<file path="src/sgid_pkg.sv">
// ----------------------------------------------------------------------------
// sgid_pkg
// Shared types and constants of the Shift-JIS glyph index decoder: pen limits,
// the absent glyph range table and the structs passed between stages.
// ----------------------------------------------------------------------------
package sgid_pkg;

    // screen and pen limits
    localparam int SCREEN_X_LIMIT = 1023;
    localparam logic [9:0] PEN_CAP =
        (SCREEN_X_LIMIT > 1023) ? 10'd1023 : 10'(SCREEN_X_LIMIT);
    localparam logic [3:0] HALF_ADVANCE = 4'd5;
    localparam logic [3:0] FULL_ADVANCE = 4'd10;

    // largest full-width glyph index
    localparam logic [13:0] GLYPH_MAX = 14'd8835;

    // shift-jis conversion constants
    localparam logic [15:0] SJIS_HIGH_BLOCK = 16'hE000;
    localparam logic [15:0] SJIS_HIGH_SHIFT = 16'h4000;
    localparam logic [7:0]  SJIS_LEAD_BASE  = 8'h81;
    localparam logic [7:0]  SJIS_ODD_SPLIT  = 8'h9E;
    localparam logic [15:0] SJIS_EVEN_ADD   = 16'h0062;
    localparam logic [15:0] SJIS_ODD_SUB    = 16'h0040;
    localparam logic [15:0] EUC_OFFSET      = 16'hA1A1;
    localparam logic [7:0]  EUC_BASE        = 8'hA1;
    localparam logic [6:0]  EUC_ROW_CELLS   = 7'd94;

    // absent glyph ranges: first code, last code, glyphs skipped up to and including this range
    localparam int GAP_COUNT = 18;
    localparam logic [15:0] GAP_FIRST [GAP_COUNT] = '{
        16'hA2AF, 16'hA2C2, 16'hA2D1, 16'hA2EB, 16'hA2FA, 16'hA3A1,
        16'hA3BA, 16'hA3DB, 16'hA3FB, 16'hA4F4, 16'hA5F7, 16'hA6B9,
        16'hA6D9, 16'hA7C2, 16'hA7F2, 16'hA8C1, 16'hCFD4, 16'hF4A5
    };
    localparam logic [15:0] GAP_LAST [GAP_COUNT] = '{
        16'hA2B9, 16'hA2C9, 16'hA2DB, 16'hA2F1, 16'hA2FD, 16'hA3AF,
        16'hA3C0, 16'hA3E0, 16'hA3FE, 16'hA4FE, 16'hA5FE, 16'hA6C0,
        16'hA6FE, 16'hA7D0, 16'hA7FE, 16'hAB90, 16'hCFFE, 16'hF8AA
    };
    localparam logic [10:0] GAP_SKIP [GAP_COUNT] = '{
        11'd11,  11'd19,  11'd30,  11'd37,  11'd41,  11'd56,
        11'd63,  11'd69,  11'd73,  11'd84,  11'd92,  11'd100,
        11'd138, 11'd153, 11'd166, 11'd886, 11'd929, 11'd1959
    };

    // one decoded character waiting for glyph lookup
    typedef struct packed {
        logic       full;
        logic [7:0] lead;
        logic [7:0] text;
        logic [9:0] pen;
    } sgid_item_t;

    // one result transaction
    typedef struct packed {
        logic [13:0] glyph_index;
        logic        full_width;
        logic        missing_glyph;
        logic [9:0]  pen_x;
    } sgid_result_t;

endpackage

</file>
<file path="src/sgid_front.sv">
// ----------------------------------------------------------------------------
// sgid_front
// Byte classifier and input register: keeps the pending lead byte and pen
// position, and registers each character that produces a glyph.
// ----------------------------------------------------------------------------
module sgid_front (
    input  logic                aclk,
    input  logic                aresetn,
    input  logic                s_valid,
    output logic                s_ready,
    input  logic [7:0]          s_text_byte,
    input  logic                s_string_start,
    input  logic [9:0]          s_start_x,
    output logic                item_valid,
    input  logic                item_ready,
    output sgid_pkg::sgid_item_t item
);
    import sgid_pkg::*;

    typedef enum logic [1:0] {
        CLS_END,
        CLS_PAIR,
        CLS_LEAD,
        CLS_HALF
    } byte_class_t;

    logic [7:0]  lead_reg, lead_next;
    logic [9:0]  pen_reg, pen_next;
    logic        item_valid_reg, item_valid_next;
    sgid_item_t  item_reg, item_next;

    logic        accept;
    logic [7:0]  lead_base;
    logic [9:0]  pen_base;
    logic [3:0]  pen_step;
    logic [10:0] pen_sum;
    logic [9:0]  pen_adv;
    byte_class_t byte_class;

    assign s_ready    = !item_valid_reg || item_ready;
    assign accept     = s_valid && s_ready;
    assign item_valid = item_valid_reg;
    assign item       = item_reg;

    // string start reloads the pen and drops a held lead byte
    always_comb begin
        lead_base = s_string_start ? 8'h00 : lead_reg;
        if (s_string_start) begin
            pen_base = (s_start_x > PEN_CAP) ? PEN_CAP : s_start_x;
        end else begin
            pen_base = pen_reg;
        end
    end

    // classify the byte against the held lead
    always_comb begin
        if (s_text_byte == 8'h00) begin
            byte_class = CLS_END;
        end else if (lead_base != 8'h00) begin
            byte_class = CLS_PAIR;
        end else if ((s_text_byte >= 8'h80 && s_text_byte < 8'hA0) || s_text_byte >= 8'hE0) begin
            byte_class = CLS_LEAD;
        end else begin
            byte_class = CLS_HALF;
        end
    end

    // saturating pen advance
    always_comb begin
        pen_step = (byte_class == CLS_PAIR) ? FULL_ADVANCE : HALF_ADVANCE;
        pen_sum  = {1'b0, pen_base} + {7'd0, pen_step};
        pen_adv  = (pen_sum > {1'b0, PEN_CAP}) ? PEN_CAP : pen_sum[9:0];
    end

    // next state and stage register
    always_comb begin
        lead_next       = lead_reg;
        pen_next        = pen_reg;
        item_valid_next = item_valid_reg && !item_ready;
        item_next       = item_reg;
        if (accept) begin
            unique case (byte_class)
                CLS_END: begin
                    lead_next = 8'h00;
                    pen_next  = pen_base;
                end
                CLS_LEAD: begin
                    lead_next = s_text_byte;
                    pen_next  = pen_base;
                end
                CLS_PAIR, CLS_HALF: begin
                    lead_next       = 8'h00;
                    pen_next        = pen_adv;
                    item_valid_next = 1'b1;
                    item_next.full  = (byte_class == CLS_PAIR);
                    item_next.lead  = lead_base;
                    item_next.text  = s_text_byte;
                    item_next.pen   = pen_base;
                end
                default: begin
                    lead_next = lead_reg;
                end
            endcase
        end
    end

    always_ff @(posedge aclk) begin
        if (!aresetn) begin
            lead_reg       <= 8'h00;
            pen_reg        <= 10'd0;
            item_valid_reg <= 1'b0;
        end else begin
            lead_reg       <= lead_next;
            pen_reg        <= pen_next;
            item_valid_reg <= item_valid_next;
        end
    end

    always_ff @(posedge aclk) begin
        item_reg <= item_next;
    end

endmodule

</file>
<file path="src/sgid_glyph.sv">
// ----------------------------------------------------------------------------
// sgid_glyph
// Glyph lookup: half-width range offsets, or Shift-JIS to EUC-JP conversion
// followed by row/cell indexing and removal of absent glyph ranges.
// ----------------------------------------------------------------------------
module sgid_glyph (
    input  sgid_pkg::sgid_item_t   item,
    output sgid_pkg::sgid_result_t result
);
    import sgid_pkg::*;

    logic [15:0]        raw_code, c0, c1, c2, c3, euc_code;
    logic [7:0]         hi_off;
    logic               gap_hit;
    logic [10:0]        skip;
    logic signed [16:0] row, col, n_raw, n_adj;
    logic               out_of_range;
    logic [13:0]        half_index;

    // shift-jis pair to euc-jp, 16-bit wrapping
    always_comb begin
        raw_code = {item.lead, item.text};
        c0       = (raw_code >= SJIS_HIGH_BLOCK) ? raw_code - SJIS_HIGH_SHIFT : raw_code;
        hi_off   = c0[15:8] - SJIS_LEAD_BASE;
        c1       = {hi_off[6:0], 1'b0, c0[7:0]};
        c2       = c1[7] ? c1 - 16'd1 : c1;
        c3       = (c2[7:0] >= SJIS_ODD_SPLIT) ? c2 + SJIS_EVEN_ADD : c2 - SJIS_ODD_SUB;
        euc_code = c3 + EUC_OFFSET;
    end

    // absent glyph ranges: hit test and skipped count
    always_comb begin
        gap_hit = 1'b0;
        skip    = 11'd0;
        for (int k = 0; k < GAP_COUNT; k++) begin
            if (euc_code >= GAP_FIRST[k] && euc_code <= GAP_LAST[k]) begin
                gap_hit = 1'b1;
            end
            if (euc_code > GAP_LAST[k]) begin
                skip = GAP_SKIP[k];
            end
        end
    end

    // row * 94 + cell, less the skipped glyphs
    always_comb begin
        row          = $signed({9'd0, euc_code[15:8]}) - $signed({9'd0, EUC_BASE});
        col          = $signed({9'd0, euc_code[7:0]}) - $signed({9'd0, EUC_BASE});
        n_raw        = 17'(row * $signed({10'd0, EUC_ROW_CELLS})) + col;
        n_adj        = n_raw - $signed({6'd0, skip});
        out_of_range = n_adj[16] || (n_adj > $signed({3'd0, GLYPH_MAX}));
    end

    // half-width range offsets
    always_comb begin
        if (item.text < 8'h20) begin
            half_index = 14'd0;
        end else if (item.text < 8'h80) begin
            half_index = {6'd0, item.text - 8'h20};
        end else if (item.text < 8'hA0) begin
            half_index = 14'd0;
        end else begin
            half_index = {6'd0, item.text - 8'h40};
        end
    end

    // result assembly
    always_comb begin
        result.full_width = item.full;
        result.pen_x      = item.pen;
        if (item.full) begin
            result.missing_glyph = gap_hit || out_of_range;
            result.glyph_index   = (gap_hit || out_of_range) ? 14'd0 : n_adj[13:0];
        end else begin
            result.missing_glyph = 1'b0;
            result.glyph_index   = half_index;
        end
    end

endmodule

</file>
<file path="src/sjis_glyph_index_decoder.sv">
// An accepted byte passes the input register, then the output register.
// Throughput: one byte per cycle unless m_ready stalls the output; lead and
// zero bytes give no result. The pending lead byte and pen position update
// as each byte is accepted. Reset (aresetn low, synchronous) clears the lead
// byte, the pen and both valid flags; no result is pending after reset.
// ----------------------------------------------------------------------------
// sjis_glyph_index_decoder
// Shift-JIS byte stream to half-/full-width glyph numbers with pen positions:
// input register, glyph lookup logic and output register.
// ----------------------------------------------------------------------------
module sjis_glyph_index_decoder (
    input  logic        aclk,
    input  logic        aresetn,
    input  logic        s_valid,
    output logic        s_ready,
    input  logic [7:0]  s_text_byte,
    input  logic        s_string_start,
    input  logic [9:0]  s_start_x,
    output logic        m_valid,
    input  logic        m_ready,
    output logic [13:0] m_glyph_index,
    output logic        m_full_width,
    output logic        m_missing_glyph,
    output logic [9:0]  m_pen_x
);
    import sgid_pkg::*;

    logic         item_valid;
    logic         item_ready;
    sgid_item_t   item;
    sgid_result_t result;
    logic         out_valid_reg, out_valid_next;
    sgid_result_t out_reg, out_next;

    // byte classifier, lead/pen state and input register
    sgid_front u_front (
        .aclk          (aclk),
        .aresetn       (aresetn),
        .s_valid       (s_valid),
        .s_ready       (s_ready),
        .s_text_byte   (s_text_byte),
        .s_string_start(s_string_start),
        .s_start_x     (s_start_x),
        .item_valid    (item_valid),
        .item_ready    (item_ready),
        .item          (item)
    );

    // glyph lookup
    sgid_glyph u_glyph (
        .item  (item),
        .result(result)
    );

    // output register
    assign item_ready = !out_valid_reg || m_ready;

    always_comb begin
        out_valid_next = out_valid_reg && !m_ready;
        out_next       = out_reg;
        if (item_ready) begin
            out_valid_next = item_valid;
            out_next       = result;
        end
    end

    always_ff @(posedge aclk) begin
        if (!aresetn) begin
            out_valid_reg <= 1'b0;
        end else begin
            out_valid_reg <= out_valid_next;
        end
    end

    always_ff @(posedge aclk) begin
        out_reg <= out_next;
    end

    assign m_valid         = out_valid_reg;
    assign m_glyph_index   = out_reg.glyph_index;
    assign m_full_width    = out_reg.full_width;
    assign m_missing_glyph = out_reg.missing_glyph;
    assign m_pen_x         = out_reg.pen_x;

`ifndef SYNTHESIS
    // half-width glyphs are never flagged missing
    assert property (@(posedge aclk) disable iff (!aresetn)
        m_valid && !m_full_width |-> !m_missing_glyph)
        else $error("half-width glyph flagged missing");

    // a missing glyph reports index zero
    assert property (@(posedge aclk) disable iff (!aresetn)
        m_valid && m_missing_glyph |-> m_glyph_index == 14'd0)
        else $error("missing glyph with non-zero index");

    // full-width index stays inside the font
    assert property (@(posedge aclk) disable iff (!aresetn)
        m_valid && m_full_width |-> m_glyph_index <= GLYPH_MAX)
        else $error("full-width index beyond font");

    // half-width index stays inside the half-width font
    assert property (@(posedge aclk) disable iff (!aresetn)
        m_valid && !m_full_width |-> m_glyph_index <= 14'd159)
        else $error("half-width index beyond font");

    // a result taken from the front stage shows up the next cycle
    assert property (@(posedge aclk) disable iff (!aresetn)
        item_valid && item_ready |=> m_valid)
        else $error("result lost between stages");
`endif

endmodule

</file>
<file path="config.mk">
export PLATFORM = sky130hd
export DESIGN_NAME = sjis_glyph_index_decoder
export DESIGN_NICKNAME = d
export VERILOG_FILES = /design/src/sgid_pkg.sv /design/src/sgid_front.sv /design/src/sgid_glyph.sv /design/src/sjis_glyph_index_decoder.sv
export SDC_FILE = /design/constraint.sdc
export NUM_CORES = 1
export LEC_CHECK = 0
export ABC_CLOCK_PERIOD_IN_PS = 21900
export BUFFER_PORTS_ARGS = -buffer_cell sky130_fd_sc_hd__buf_2
export CORE_MARGIN = 2
export CORE_UTILIZATION = 36
export CTS_BUF_LIST = sky130_fd_sc_hd__clkbuf_4
export CTS_CLUSTER_DIAMETER = 50
export DETAILED_ROUTE_END_ITERATION = 6
export PLACE_DENSITY = 0.55
export RECOVER_POWER = 100
export SETUP_SLACK_MARGIN = 0.15
export SLEW_MARGIN = 20
export SYNTH_ARGS = -nofsm -noshare
export SYNTH_HDL_FRONTEND = slang
export SYNTH_SLANG_ARGS = --single-unit
</file>
<file path="constraint.sdc">
create_clock -name aclk -period 21.9 [get_ports aclk]
set_input_delay 1.095 -clock aclk [delete_from_list [all_inputs] [get_ports aclk]]
set_output_delay 1.095 -clock aclk [all_outputs]
set_load 0.005 [all_outputs]
</file>
# After elaboration in Yosys (flattened, before gate mapping)
# Cells that the tools add are included.
# totals
input_bits,23
word_cells,189
ff_bits,73
output_inout_bits,28
# classes
n_mux,57
n_reduce_logical,38
magnitude_cmp,65
mul,1
n_eq_ne,3
n_addsub,13
# op_table
operator,n
"greater-or-equal comparator 16 bit, second input constant",19
"> comparator 16 bit, second input constant",18
"less-or-equal comparator 16 bit, second input constant",18
two-way mux 14 bit,4
two-way mux 10 bit,5
two-way mux 8 bit,5
two-way mux 7 bit,5
two-way mux 16 bit,2
"greater-or-equal comparator 8 bit, second input constant",3
"< comparator 8 bit, second input constant",3
two-way mux 6 bit,4
logical AND 1 bit,22
two-way mux 1 bit,22
case mux 10 bit (2 select lines),1
"subtractor 8 x 8 -> 9 bit, second input constant",2
adder 17 bit,1
"> comparator 17 x 15 -> 1 bit, second input constant",1
"multiplier 17 x 7 -> 16 bit, second input constant",1
subtractor 17 x 12 -> 17 bit,1
"adder 16 bit, second input constant",1
"adder 16 x 7 -> 16 bit, second input constant",1
case mux 8 bit (2 select lines),1
"subtractor 16 x 1 -> 16 bit, second input constant",1
"subtractor 16 x 7 -> 16 bit, second input constant",1
other kinds (23),35

# Longest topological paths before layout
# Gate-level depths: netlist (run 1).
# logic_depth
ltp_word,33
mapped_depth,56
depth_no_buf,52

# Cells and area by module
# From an unflattened synthesis (run 1), not the netlist that was laid out.
# hier_totals
cells_unflattened,1175
area_unflattened_um2,9730.6
# by_module_without_submodules
mod,seq_area_each_um2,n_inst,area_per_inst_um2,cells_per_inst
sgid_glyph,0.0,1,6712.7,946
sgid_front,1191.1,1,2188.3,199
sjis_glyph_index_decoder,800.8,1,829.5,30

# Worst setup path before layout (run 1)
# OpenSTA, ideal clock, no wires.
# synth_timing
path_type,register -> register
startpoint,"register u_front.item_reg, in the netlist u_front.item[14]"
endpoint,"register out_reg, in the netlist m_glyph_index[3] (data pin)"
path_buffers,5
period_less_slack_ns,11.542
setup_ns,0.165
t_required_ns,21.735
setup_slack_ns,10.358
arrival_ns,11.378
path_stages_with_launch,51
path_cell_list,edfxtp_1 -> buf_6 -> nor4b_4 -> a31oi_1 -> nor2_1 -> ha_1 -> buf_2 -> or4b_1 -> mux2i_1 -> nor2_2 -> nand2_1 -> xnor2_1 -> ha_1 -> buf_1 -> and4_1 -> a21o_1 -> o21ai_1 -> a211oi_4 -> (+15 left out) -> o21ai_0 -> a21oi_1 -> xor2_1 -> fa_1 -> inv_1 -> ha_1 -> or3_1 -> nor3_1 -> o31ai_1 -> a211oi_1 -> a21o_1 -> o311ai_0 -> a311oi_1 -> o2111ai_1 -> and4b_1 -> nand4_2 -> buf_6 -> o31ai_2
# synth_rtl
item,line,source
from (decl),sgid_front.sv:30,"sgid_item_t item_reg, item_next;"
from (signal assigned),sgid_front.sv:120,item_reg <= item_next;
to (signal assigned),sjis_glyph_index_decoder.sv:76,out_reg <= out_next;
to (decl),sjis_glyph_index_decoder.sv:33,"sgid_result_t out_reg, out_next;"

==> results.json, run 1 <==
{
  "maxCapViolCount": 1,
  "yosysTopAreaCellShare": 0.158,
  "cp_slowest_cell": "nor4b_1",
  "cts_tree": "built",
  "grt_pass1_vias": 8887,
  "setup-violations-final": 0,
  "initial_core_util": 0.364,
  "via_count": 9143,
  "io_buffer_count": 50,
  "synth-seq-cells": 73,
  "antenna_found_initial": 0,
  "max-clock-path-buffers": 2,
  "cp_common_cell": "inv_1",
  "synth_cell_types": 118,
  "synthTopCellsByArea": "edfxtp_1, ha_1, fa_1, inv_1, dfxtp_1",
  "hold_viol": 0,
  "violations": "max-capacitance violations, max-slew violations",
  "rsz0062_at_grt": "no",
  "ys.flop_type": "edfxtp_1",
  "dp_slack_ns": 8.34,
  "rr_startpoint": "u_front.item[17]$_DFFE_PP_",
  "h-tree-depth": 3,
  "met3_usage": 0.0287,
  "cts_sinks": 73,
  "synthMostInstantiatedCell": "inv_1",
  "start_kind": "flip-flop",
  "yosys_warnings": 0,
  "postCtsResizedCells": 0,
  "viasPerCell": 5.74,
  "gr-usage-all-layers": 0.218,
  "whs_ns": 0.411,
  "fin_skew_ns": 0.0333,
  "reg2reg_depth": 46,
  "wl_um": 31400,
  "whs_endpoint": "m_pen_x[8]$_DFFE_PN_",
  "tightest_slew_ns": 1.48,
  "synth_commonest_cells": "inv_1, nand2_1, nor2_1, ha_1, a21oi_1",
  "synth_top_area_cell": "edfxtp_1",
  "grtUsageMet1": 0.287,
  "synth_seq_area_share": 0.198,
  "drc_errors": 0,
  "post-route-period-util": 0.685,
  "insertedDiodeCount": 0,
  "fin_crit_ns": 14.99,
  "dp_hpwl_um": 25300,
  "core_area_um2": 27600,
  "worstHoldPathCells": 0,
  "postRouteAntennaNets": 0,
  "gp_congestion": 0.985,
  "postCtsHoldBufs": 0,
  "postSynthAreaPerCell_um2": 8.54,
  "grt_overflow_total": 0,
  "max_stage_delay_ns": 1.22,
  "min-delay-start": "u_front.item[8]$_DFFE_PP_",
  "tns_ns": 0,
  "die_x_um": 171,
  "syn_area_um2": 10000,
  "place_area_um2": 10700,
  "fill_cells": 2933,
  "worstSetupEndpointType": "flip-flop",
  "worstPathRequired_ns": 22.14,
  "ios": 51,
  "min_path_type": "flip-flop to flip-flop",
  "worstReg2RegEnd": "m_glyph_index[6]$_DFFE_PN_",
  "use_met2": 0.366,
  "cp_data_arrival_time_ns": 15.23,
  "synth_edf_count": 53,
  "grt.busiest_layer": "met2",
  "crit_fanout": 13,
  "syn_nets": 1304,
  "grt_first_pass_wirelength_um": 49800,
  "cts_setup_buffers": 0,
  "drtPass1Iterations": 6,
  "syn_to_final_growth_pct": 6.27,
  "fin_nets": 1339,
  "path_clk_slew_ns": 0.14,
  "slew_violations": 1,
  "syn_inst": 1176,
  "drt-initial-drc-count": 741,
  "grt_max_degree": 31,
  "dieArea_um2": 29300,
  "r2r_setup_slack_ns": 6.91,
  "stdcell_area_um2": 10700,
  "status": "finished, violations left",
  "slew_headroom": -0.00168,
  "max_freq_ghz": 0.0667,
  "drive_gt1_frac": 0.0995,
  "core.rowCount": 61,
  "synthArstFlopShare": 0,
  "avgRoutedWirePerCell_um": 19.7,
  "cts_buffers": 9,
  "root_buffer": "clkbuf_4",
  "die_h_um": 171,
  "largest_reg_flops": 27,
  "criticalPathCategory": "flip-flop to flip-flop",
  "setup_ws_ns": 6.91,
  "clk_latency_ns": 0.45
}
cells by family (layout without fill, tap and decap cells):
| kind of cell | after synthesis | count (layout) | share of synthesized area |
|---|---|---|---|
| flops | 73 | 73 | 0.198 |
| xor+xnor | 70 | 70 | 0.0681 |
| mux | 30 | 30 | 0.0314 |
| buf+inv | 148 | 188 | 0.0620 |
| compound gates | 333 | 333 | 0.255 |
| simple gates | 417 | 417 | 0.230 |
| fa+ha+maj | 105 | 105 | 0.155 |
worst max path at each step:
stage | start | end | slack, ns | depth (start not counted)
4_1_cts | u_front.item[17]$_DFFE_PP_ | m_glyph_index[6]$_DFFE_PN_ | 8.23 | 46
2_1_floorplan | u_front.item[14]$_DFFE_PP_ | m_glyph_index[3]$_DFFE_PN_ | 10.36 | 50
3_3_place_gp | u_front.item[17]$_DFFE_PP_ | m_glyph_index[12]$_SDFFCE_PP0N_ | 8.64 | 46
5_1_grt | u_front.item[17]$_DFFE_PP_ | m_glyph_index[6]$_DFFE_PN_ | 5.87 | 46
3_5_place_dp | u_front.item[17]$_DFFE_PP_ | m_glyph_index[1]$_DFFE_PN_ | 8.34 | 46
6_report | u_front.item[17]$_DFFE_PP_ | m_glyph_index[6]$_DFFE_PN_ | 6.91 | 46
worst max-delay path: cells and delay by family, from the launching register on:
family	cells	cell delay (ns)
AOI/OAI and AO/OA	13	2.73
xor gates and xnor gates	4	1.34
adders and majority gates	10	4.12
buffers and inverters	8	1.13
DFF	1	0.65
muxes	1	0.34
and+or+nand+nor	10	4.41
metrics by stage:
step                       util  instances
after floorplan               -       1176
after global placement    0.386       1578
after detailed placement  0.386       1578
after CTS                 0.391       1594
after global routing      0.386       1594
final                     0.386       1594
layout by cell type (no fill, tap or decap), types with 38 or more instances in the layout:
cell type,n
nor2_1,82
edfxtp_1,53
clkbuf_1,38
inv_1,108
a21oi_1,70
nand2_1,89
xnor2_1,43
nor3_1,40
ha_1,72
o21ai_0,45
nand3_1,47
metal layers:
metal	wire length [um]	part of all wire
met1	14100	0.45
met2	14700	0.47
met3	1720	0.055
met4	947	0.030
met5	0	0
final cells by class:
type | count | area, um2 | area share
multi-input combinational | 955 | 7370 | 0.691
sequential | 73 | 1990 | 0.187
timing repair buffer | 61 | 280 | 0.0263
clock inverter | 6 | 60.1 | 0.00563
clock buffer | 10 | 75.1 | 0.00703
inverter | 111 | 422 | 0.0395
tap | 378 | 473 | 0.0443
Power of run 1 is left out: the tool's default activity adds up to more than one toggle a clock period on the data nets, which glitch-free logic cannot reach.
==> run 2, diff against run 1 <==
--- a/config.mk
+++ b/config.mk
@@ -5,14 +5,14 @@
 export SDC_FILE = /design/constraint.sdc
 export NUM_CORES = 1
 export LEC_CHECK = 0
-export ABC_CLOCK_PERIOD_IN_PS = 21900
+export ABC_CLOCK_PERIOD_IN_PS = 12600
 export BUFFER_PORTS_ARGS = -buffer_cell sky130_fd_sc_hd__buf_2
 export CORE_MARGIN = 2
 export CORE_UTILIZATION = 36
 export CTS_BUF_LIST = sky130_fd_sc_hd__clkbuf_4
 export CTS_CLUSTER_DIAMETER = 50
 export DETAILED_ROUTE_END_ITERATION = 6
-export PLACE_DENSITY = 0.55
+export PLACE_DENSITY = 0.56
 export RECOVER_POWER = 100
 export SETUP_SLACK_MARGIN = 0.15
 export SLEW_MARGIN = 20
==> constraint.sdc (replaced) <==
create_clock -name aclk -period 12.6 [get_ports aclk]
set_input_delay 0.63 -clock aclk [delete_from_list [all_inputs] [get_ports aclk]]
set_output_delay 0.63 -clock aclk [all_outputs]
set_load 0.005 [all_outputs]
==> results.json, run 2 (synthesized netlist as in run 1, its figures left out) <==
{
  "max_freq_ghz": 0.0860,
  "gp_congestion": 0.966,
  "placed_cells": 1592,
  "syn_to_final_growth_pct": 9.48,
  "path_delay_family": "adder cells",
  "drc_errors": 0,
  "min_path_type": "flip-flop to flip-flop",
  "min-delay-start": "u_front.item[8]$_DFFE_PP_",
  "whs_endpoint": "m_pen_x[8]$_DFFE_PN_",
  "worstSetupEndpointType": "flip-flop",
  "cp_common_cell": "inv_1",
  "violations": "max-capacitance violations, max-slew violations",
  "viasPerCell": 5.73,
  "maxCapViolCount": 1,
  "ios": 51,
  "crit_fanout": 12,
  "path_buf_inv": 10,
  "cp_slowest_cell": "fa_1",
  "io_buffer_count": 50,
  "layoutNonFillerInstCount": 1616,
  "hold_viol": 0,
  "gr-usage-all-layers": 0.215,
  "multi_input_area_um2": 7530,
  "initial_core_util": 0.364,
  "avgRoutedWirePerCell_um": 19.1,
  "criticalPathCategory": "flip-flop to flip-flop",
  "die_h_um": 171,
  "core.rowCount": 61,
  "worstHoldPathCells": 0,
  "layout_commonest_cell": "inv_1",
  "grt_overflow_total": 0,
  "drtPass1Iterations": 5,
  "max_stage_delay_ns": 0.52,
  "start_kind": "flip-flop",
  "setup-violations-final": 0,
  "grt_max_degree": 31,
  "tightest_slew_ns": 1.60,
  "final-seq-area_um2": 1990,
  "place_area_um2": 10800,
  "stdcell_area_um2": 11000,
  "antenna_found_initial": 0,
  "fin_crit_ns": 11.63,
  "fin_nets": 1361,
  "slew_headroom": -0.0663,
  "slew_violations": 29,
  "fill_cells": 2909,
  "post-route-period-util": 0.923,
  "fin_skew_ns": 0.0161,
  "reg2reg_depth": 50,
  "max-clock-path-buffers": 2,
  "via_count": 9252,
  "postRouteAntennaNets": 0,
  "root_buffer": "clkbuf_4",
  "dp_hpwl_um": 24800,
  "worstPathRequired_ns": 12.86,
  "h-tree-depth": 3,
  "path_clk_slew_ns": 0.14,
  "rr_startpoint": "u_front.item[15]$_DFFE_PP_",
  "cp_data_arrival_time_ns": 11.89,
  "rsz0062_at_grt": "no",
  "insertedDiodeCount": 0,
  "clk_latency_ns": 0.43,
  "grt_first_pass_wirelength_um": 49600,
  "core_area_um2": 27600,
  "drt-initial-drc-count": 636,
  "cts_sinks": 73,
  "dieArea_um2": 29300,
  "largest_reg_flops": 27,
  "worstReg2RegEnd": "m_glyph_index[6]$_DFFE_PN_",
  "cts_tree": "built",
  "cts_buffers": 9,
  "wl_um": 30800,
  "grt_pass1_vias": 8929,
  "drive_gt1_frac": 0.137,
  "status": "finished, violations left",
  "r2r_setup_slack_ns": 0.97,
  "postCtsHoldBufs": 0,
  "layout_common_cells": "inv_1, nand2_1, nor2_1, ha_1, a21oi_1",
  "die_x_um": 171
}
==> run 2: cell count changes in the layout (fill, tap and decap cells not counted), moves of 3 or more <==
cell	before	now
buf_4	9	30
nor2_2	0	3
xnor2_1	43	40
nor2_1	82	79
==> run 2: repair_timing <==
item,CTS,global route
cloned,0,0
buffers inserted,2,6
resized for setup,3,20
endpoints found under the setup margin,15,15
pin swaps,1,2
==> run 2: routing by layer <==
layer  track usage  vias up  wire length [um]
met5             0        -                 0
met4        0.0748        0              1050
met3        0.0340       81              1820
met2         0.351      352             14000
met1         0.289     4371             14000
li1              -     4448                 -
==> run 2: final cells by class <==
| class | instances | share of cell area |
|---|---|---|
| clock buffers | 10 | 0.00683 |
| clock inverters | 6 | 0.00375 |
| inverters | 111 | 0.0383 |
| multi-input cells | 955 | 0.685 |
| flip-flops and latches | 73 | 0.181 |
| well taps | 378 | 0.0430 |
| repair buffers | 83 | 0.0418 |
==> run 2: worst max-delay path by stage <==
stage                          startpoint                         end  slack, ns  cells past startpoint
6_report       u_front.item[15]$_DFFE_PP_  m_glyph_index[6]$_DFFE_PN_       0.97                     50
5_1_grt        u_front.item[15]$_DFFE_PP_  m_glyph_index[1]$_DFFE_PN_        0.1                     49
4_1_cts        u_front.item[14]$_DFFE_PP_  m_glyph_index[1]$_DFFE_PN_       0.22                     47
3_5_place_dp   u_front.item[14]$_DFFE_PP_  m_glyph_index[1]$_DFFE_PN_      -0.19                     46
3_3_place_gp   u_front.item[14]$_DFFE_PP_  m_glyph_index[2]$_DFFE_PN_       0.08                     46
2_1_floorplan  u_front.item[14]$_DFFE_PP_  m_glyph_index[3]$_DFFE_PN_       1.06                     50
==> run 2: metrics by stage <==
step | TNS, ns | utilization | hold slack, ns | setup WS [ns]
after global routing | 0 | 0.398 | 0.430 | 0.0995
final | 0 | 0.398 | 0.435 | 0.972
after floorplan | 0 | - | 0.400 | 1.06
after detailed placement | -1.69 | 0.390 | 0.407 | -0.195
after global placement | 0 | 0.389 | 0.402 | 0.0785
after CTS | 0 | 0.395 | 0.369 | 0.216
Power of run 2 is left out for the same reason.
==> run 3, diff against run 2 <==
--- a/config.mk
+++ b/config.mk
@@ -5,14 +5,14 @@
 export SDC_FILE = /design/constraint.sdc
 export NUM_CORES = 1
 export LEC_CHECK = 0
-export ABC_CLOCK_PERIOD_IN_PS = 12600
+export ABC_CLOCK_PERIOD_IN_PS = 13700
 export BUFFER_PORTS_ARGS = -buffer_cell sky130_fd_sc_hd__buf_2
 export CORE_MARGIN = 2
 export CORE_UTILIZATION = 36
 export CTS_BUF_LIST = sky130_fd_sc_hd__clkbuf_4
 export CTS_CLUSTER_DIAMETER = 50
 export DETAILED_ROUTE_END_ITERATION = 6
-export PLACE_DENSITY = 0.56
+export PLACE_DENSITY = 0.55
 export RECOVER_POWER = 100
 export SETUP_SLACK_MARGIN = 0.15
 export SLEW_MARGIN = 20
==> constraint.sdc (replaced) <==
create_clock -name aclk -period 13.7 [get_ports aclk]
set_input_delay 0.685 -clock aclk [delete_from_list [all_inputs] [get_ports aclk]]
set_output_delay 0.685 -clock aclk [all_outputs]
set_load 0.005 [all_outputs]
==> results.json, run 3 (synthesized netlist as in run 1, its figures left out) <==
{
  "wl_um": 30900,
  "gp_congestion": 0.947,
  "fin_nets": 1350,
  "worstPathRequired_ns": 13.98,
  "crit_fanout": 12,
  "drc_errors": 0,
  "postRouteAntennaNets": 0,
  "post-route-period-util": 0.922,
  "core_area_um2": 27600,
  "rr_startpoint": "u_front.item[14]$_DFFE_PP_",
  "grt_max_degree": 31,
  "fin_crit_ns": 12.63,
  "avgRoutedWirePerCell_um": 19.2,
  "largest_reg_flops": 27,
  "die_h_um": 171,
  "grt_first_pass_wirelength_um": 48400,
  "cts_tree": "built",
  "setup-violations-final": 0,
  "start_kind": "flip-flop",
  "layoutNonFillerInstCount": 1605,
  "reg2reg_depth": 47,
  "r2r_setup_slack_ns": 1.07,
  "fin_skew_ns": 0.0224,
  "cts_buffers": 9,
  "criticalPathCategory": "flip-flop to flip-flop",
  "h-tree-depth": 3,
  "tns_ns": 0,
  "max-clock-path-buffers": 2,
  "layout_common_cells": "inv_1, nand2_1, nor2_1, a21oi_1, ha_1",
  "root_buffer": "clkbuf_4",
  "path_clk_slew_ns": 0.15,
  "drive_gt1_frac": 0.123,
  "gr-usage-all-layers": 0.212,
  "maxCapViolCount": 1,
  "layout_commonest_cell": "inv_1",
  "placed_cells": 1580,
  "drt-initial-drc-count": 868,
  "die_x_um": 171,
  "slew_violations": 29,
  "hold_viol": 0,
  "syn_to_final_growth_pct": 8.22,
  "post-route-util": 0.393,
  "min_path_type": "flip-flop to flip-flop",
  "grt_overflow_total": 0,
  "max_stage_delay_ns": 0.57,
  "drtPass1Iterations": 5,
  "violations": "max-capacitance violations, max-slew violations",
  "worstHoldPathCells": 0,
  "insertedDiodeCount": 0,
  "antenna_found_initial": 0,
  "clk_latency_ns": 0.46,
  "core.rowCount": 61,
  "grt_pass1_vias": 8716,
  "worstReg2RegEnd": "m_glyph_index[7]$_DFFE_PN_",
  "min-delay-start": "u_front.item[9]$_DFFE_PP_",
  "initial_core_util": 0.364,
  "dieArea_um2": 29300,
  "worstSetupEndpointType": "flip-flop",
  "cp_common_cell": "inv_1",
  "max_freq_ghz": 0.0792,
  "dp_hpwl_um": 24800,
  "ios": 51,
  "cts_sinks": 73,
  "slew_headroom": -0.162,
  "cp_data_arrival_time_ns": 12.92,
  "cp_slowest_cell": "edfxtp_1",
  "tightest_slew_ns": 1.74,
  "via_count": 9199,
  "status": "finished, violations left",
  "rsz0062_at_grt": "no",
  "viasPerCell": 5.73,
  "io_buffer_count": 50,
  "whs_endpoint": "m_pen_x[9]$_DFFE_PN_"
}
## run 3: changes by cell type in the layout (fill, tap and decap cells not counted), moves of 2 or more
cell / previous run / this run
clkinv_4: 1 / 3
buf_2: 15 / 18
buf_4: 30 / 20
clkbuf_1: 37 / 34
o21ai_0: 43 / 45
## run 3: how the worst max path moves through the flow
stage                                           from                    endpoint  slack (ns)  depth (start not counted)
final                     u_front.item[14]$_DFFE_PP_  m_glyph_index[7]$_DFFE_PN_        1.07                         47
after global routing      u_front.item[11]$_DFFE_PP_  m_glyph_index[6]$_DFFE_PN_        0.08                         49
after CTS                 u_front.item[10]$_DFFE_PP_  m_glyph_index[6]$_DFFE_PN_        0.25                         47
after detailed placement  u_front.item[10]$_DFFE_PP_  m_glyph_index[2]$_DFFE_PN_        0.26                         48
after global placement    u_front.item[10]$_DFFE_PP_  m_glyph_index[2]$_DFFE_PN_        0.47                         48
after floorplan           u_front.item[14]$_DFFE_PP_  m_glyph_index[3]$_DFFE_PN_        2.16                         50
## run 3: worst max-delay path: cells and delay by family (launching register included)
family	cells	cell delay, ns
AO/OA/AOI/OAI	15	3.95
adder cells (fa/ha/maj)	9	3.59
AND/OR/NAND/NOR	14	3.29
buffers and inverters	7	0.61
flip-flops	1	0.57
multiplexers	1	0.30
XOR/XNOR	1	0.14
## run 3: metal layers
| layer | up-vias | global-route usage | routed length (um) |
|---|---|---|---|
| met1 | 4365 | 0.281 | 13800 |
| met2 | 346 | 0.355 | 14500 |
| met4 | 0 | 0.0700 | 914 |
| met5 | - | 0 | 0 |
| li1 | 4421 | - | - |
| met3 | 67 | 0.0282 | 1760 |
## run 3: final cells by class
cell class,count,area [um2]
Sequential cell,73,1990
Fill cell,2933,16800
Tap cell,378,473
Clock inverter,7,77.6
Clock buffer,9,67.6
Timing Repair Buffer,72,368
Inverter,111,422
Multi-Input combinational cell,955,7470
## run 3: through the flow
stage	worst slack, ns	instance area (um2)	hold slack, ns
CTS	0.247	10800	0.401
floorplan	2.16	10000	0.400
global placement	0.467	10700	0.405
global route	0.0781	10900	0.431
finish	1.07	10900	0.416
detailed placement	0.262	10700	0.406
## run 3: timing repair
item | in CTS | in global routing
cloned | 0 | 0
hold buffers | 0 | 0
setup endpoints to repair | 1 | 15
gates resized for setup | 1 | 11
setup buffers | 0 | 9
pin swaps | 0 | 1
Power of run 3 is left out for the same reason.
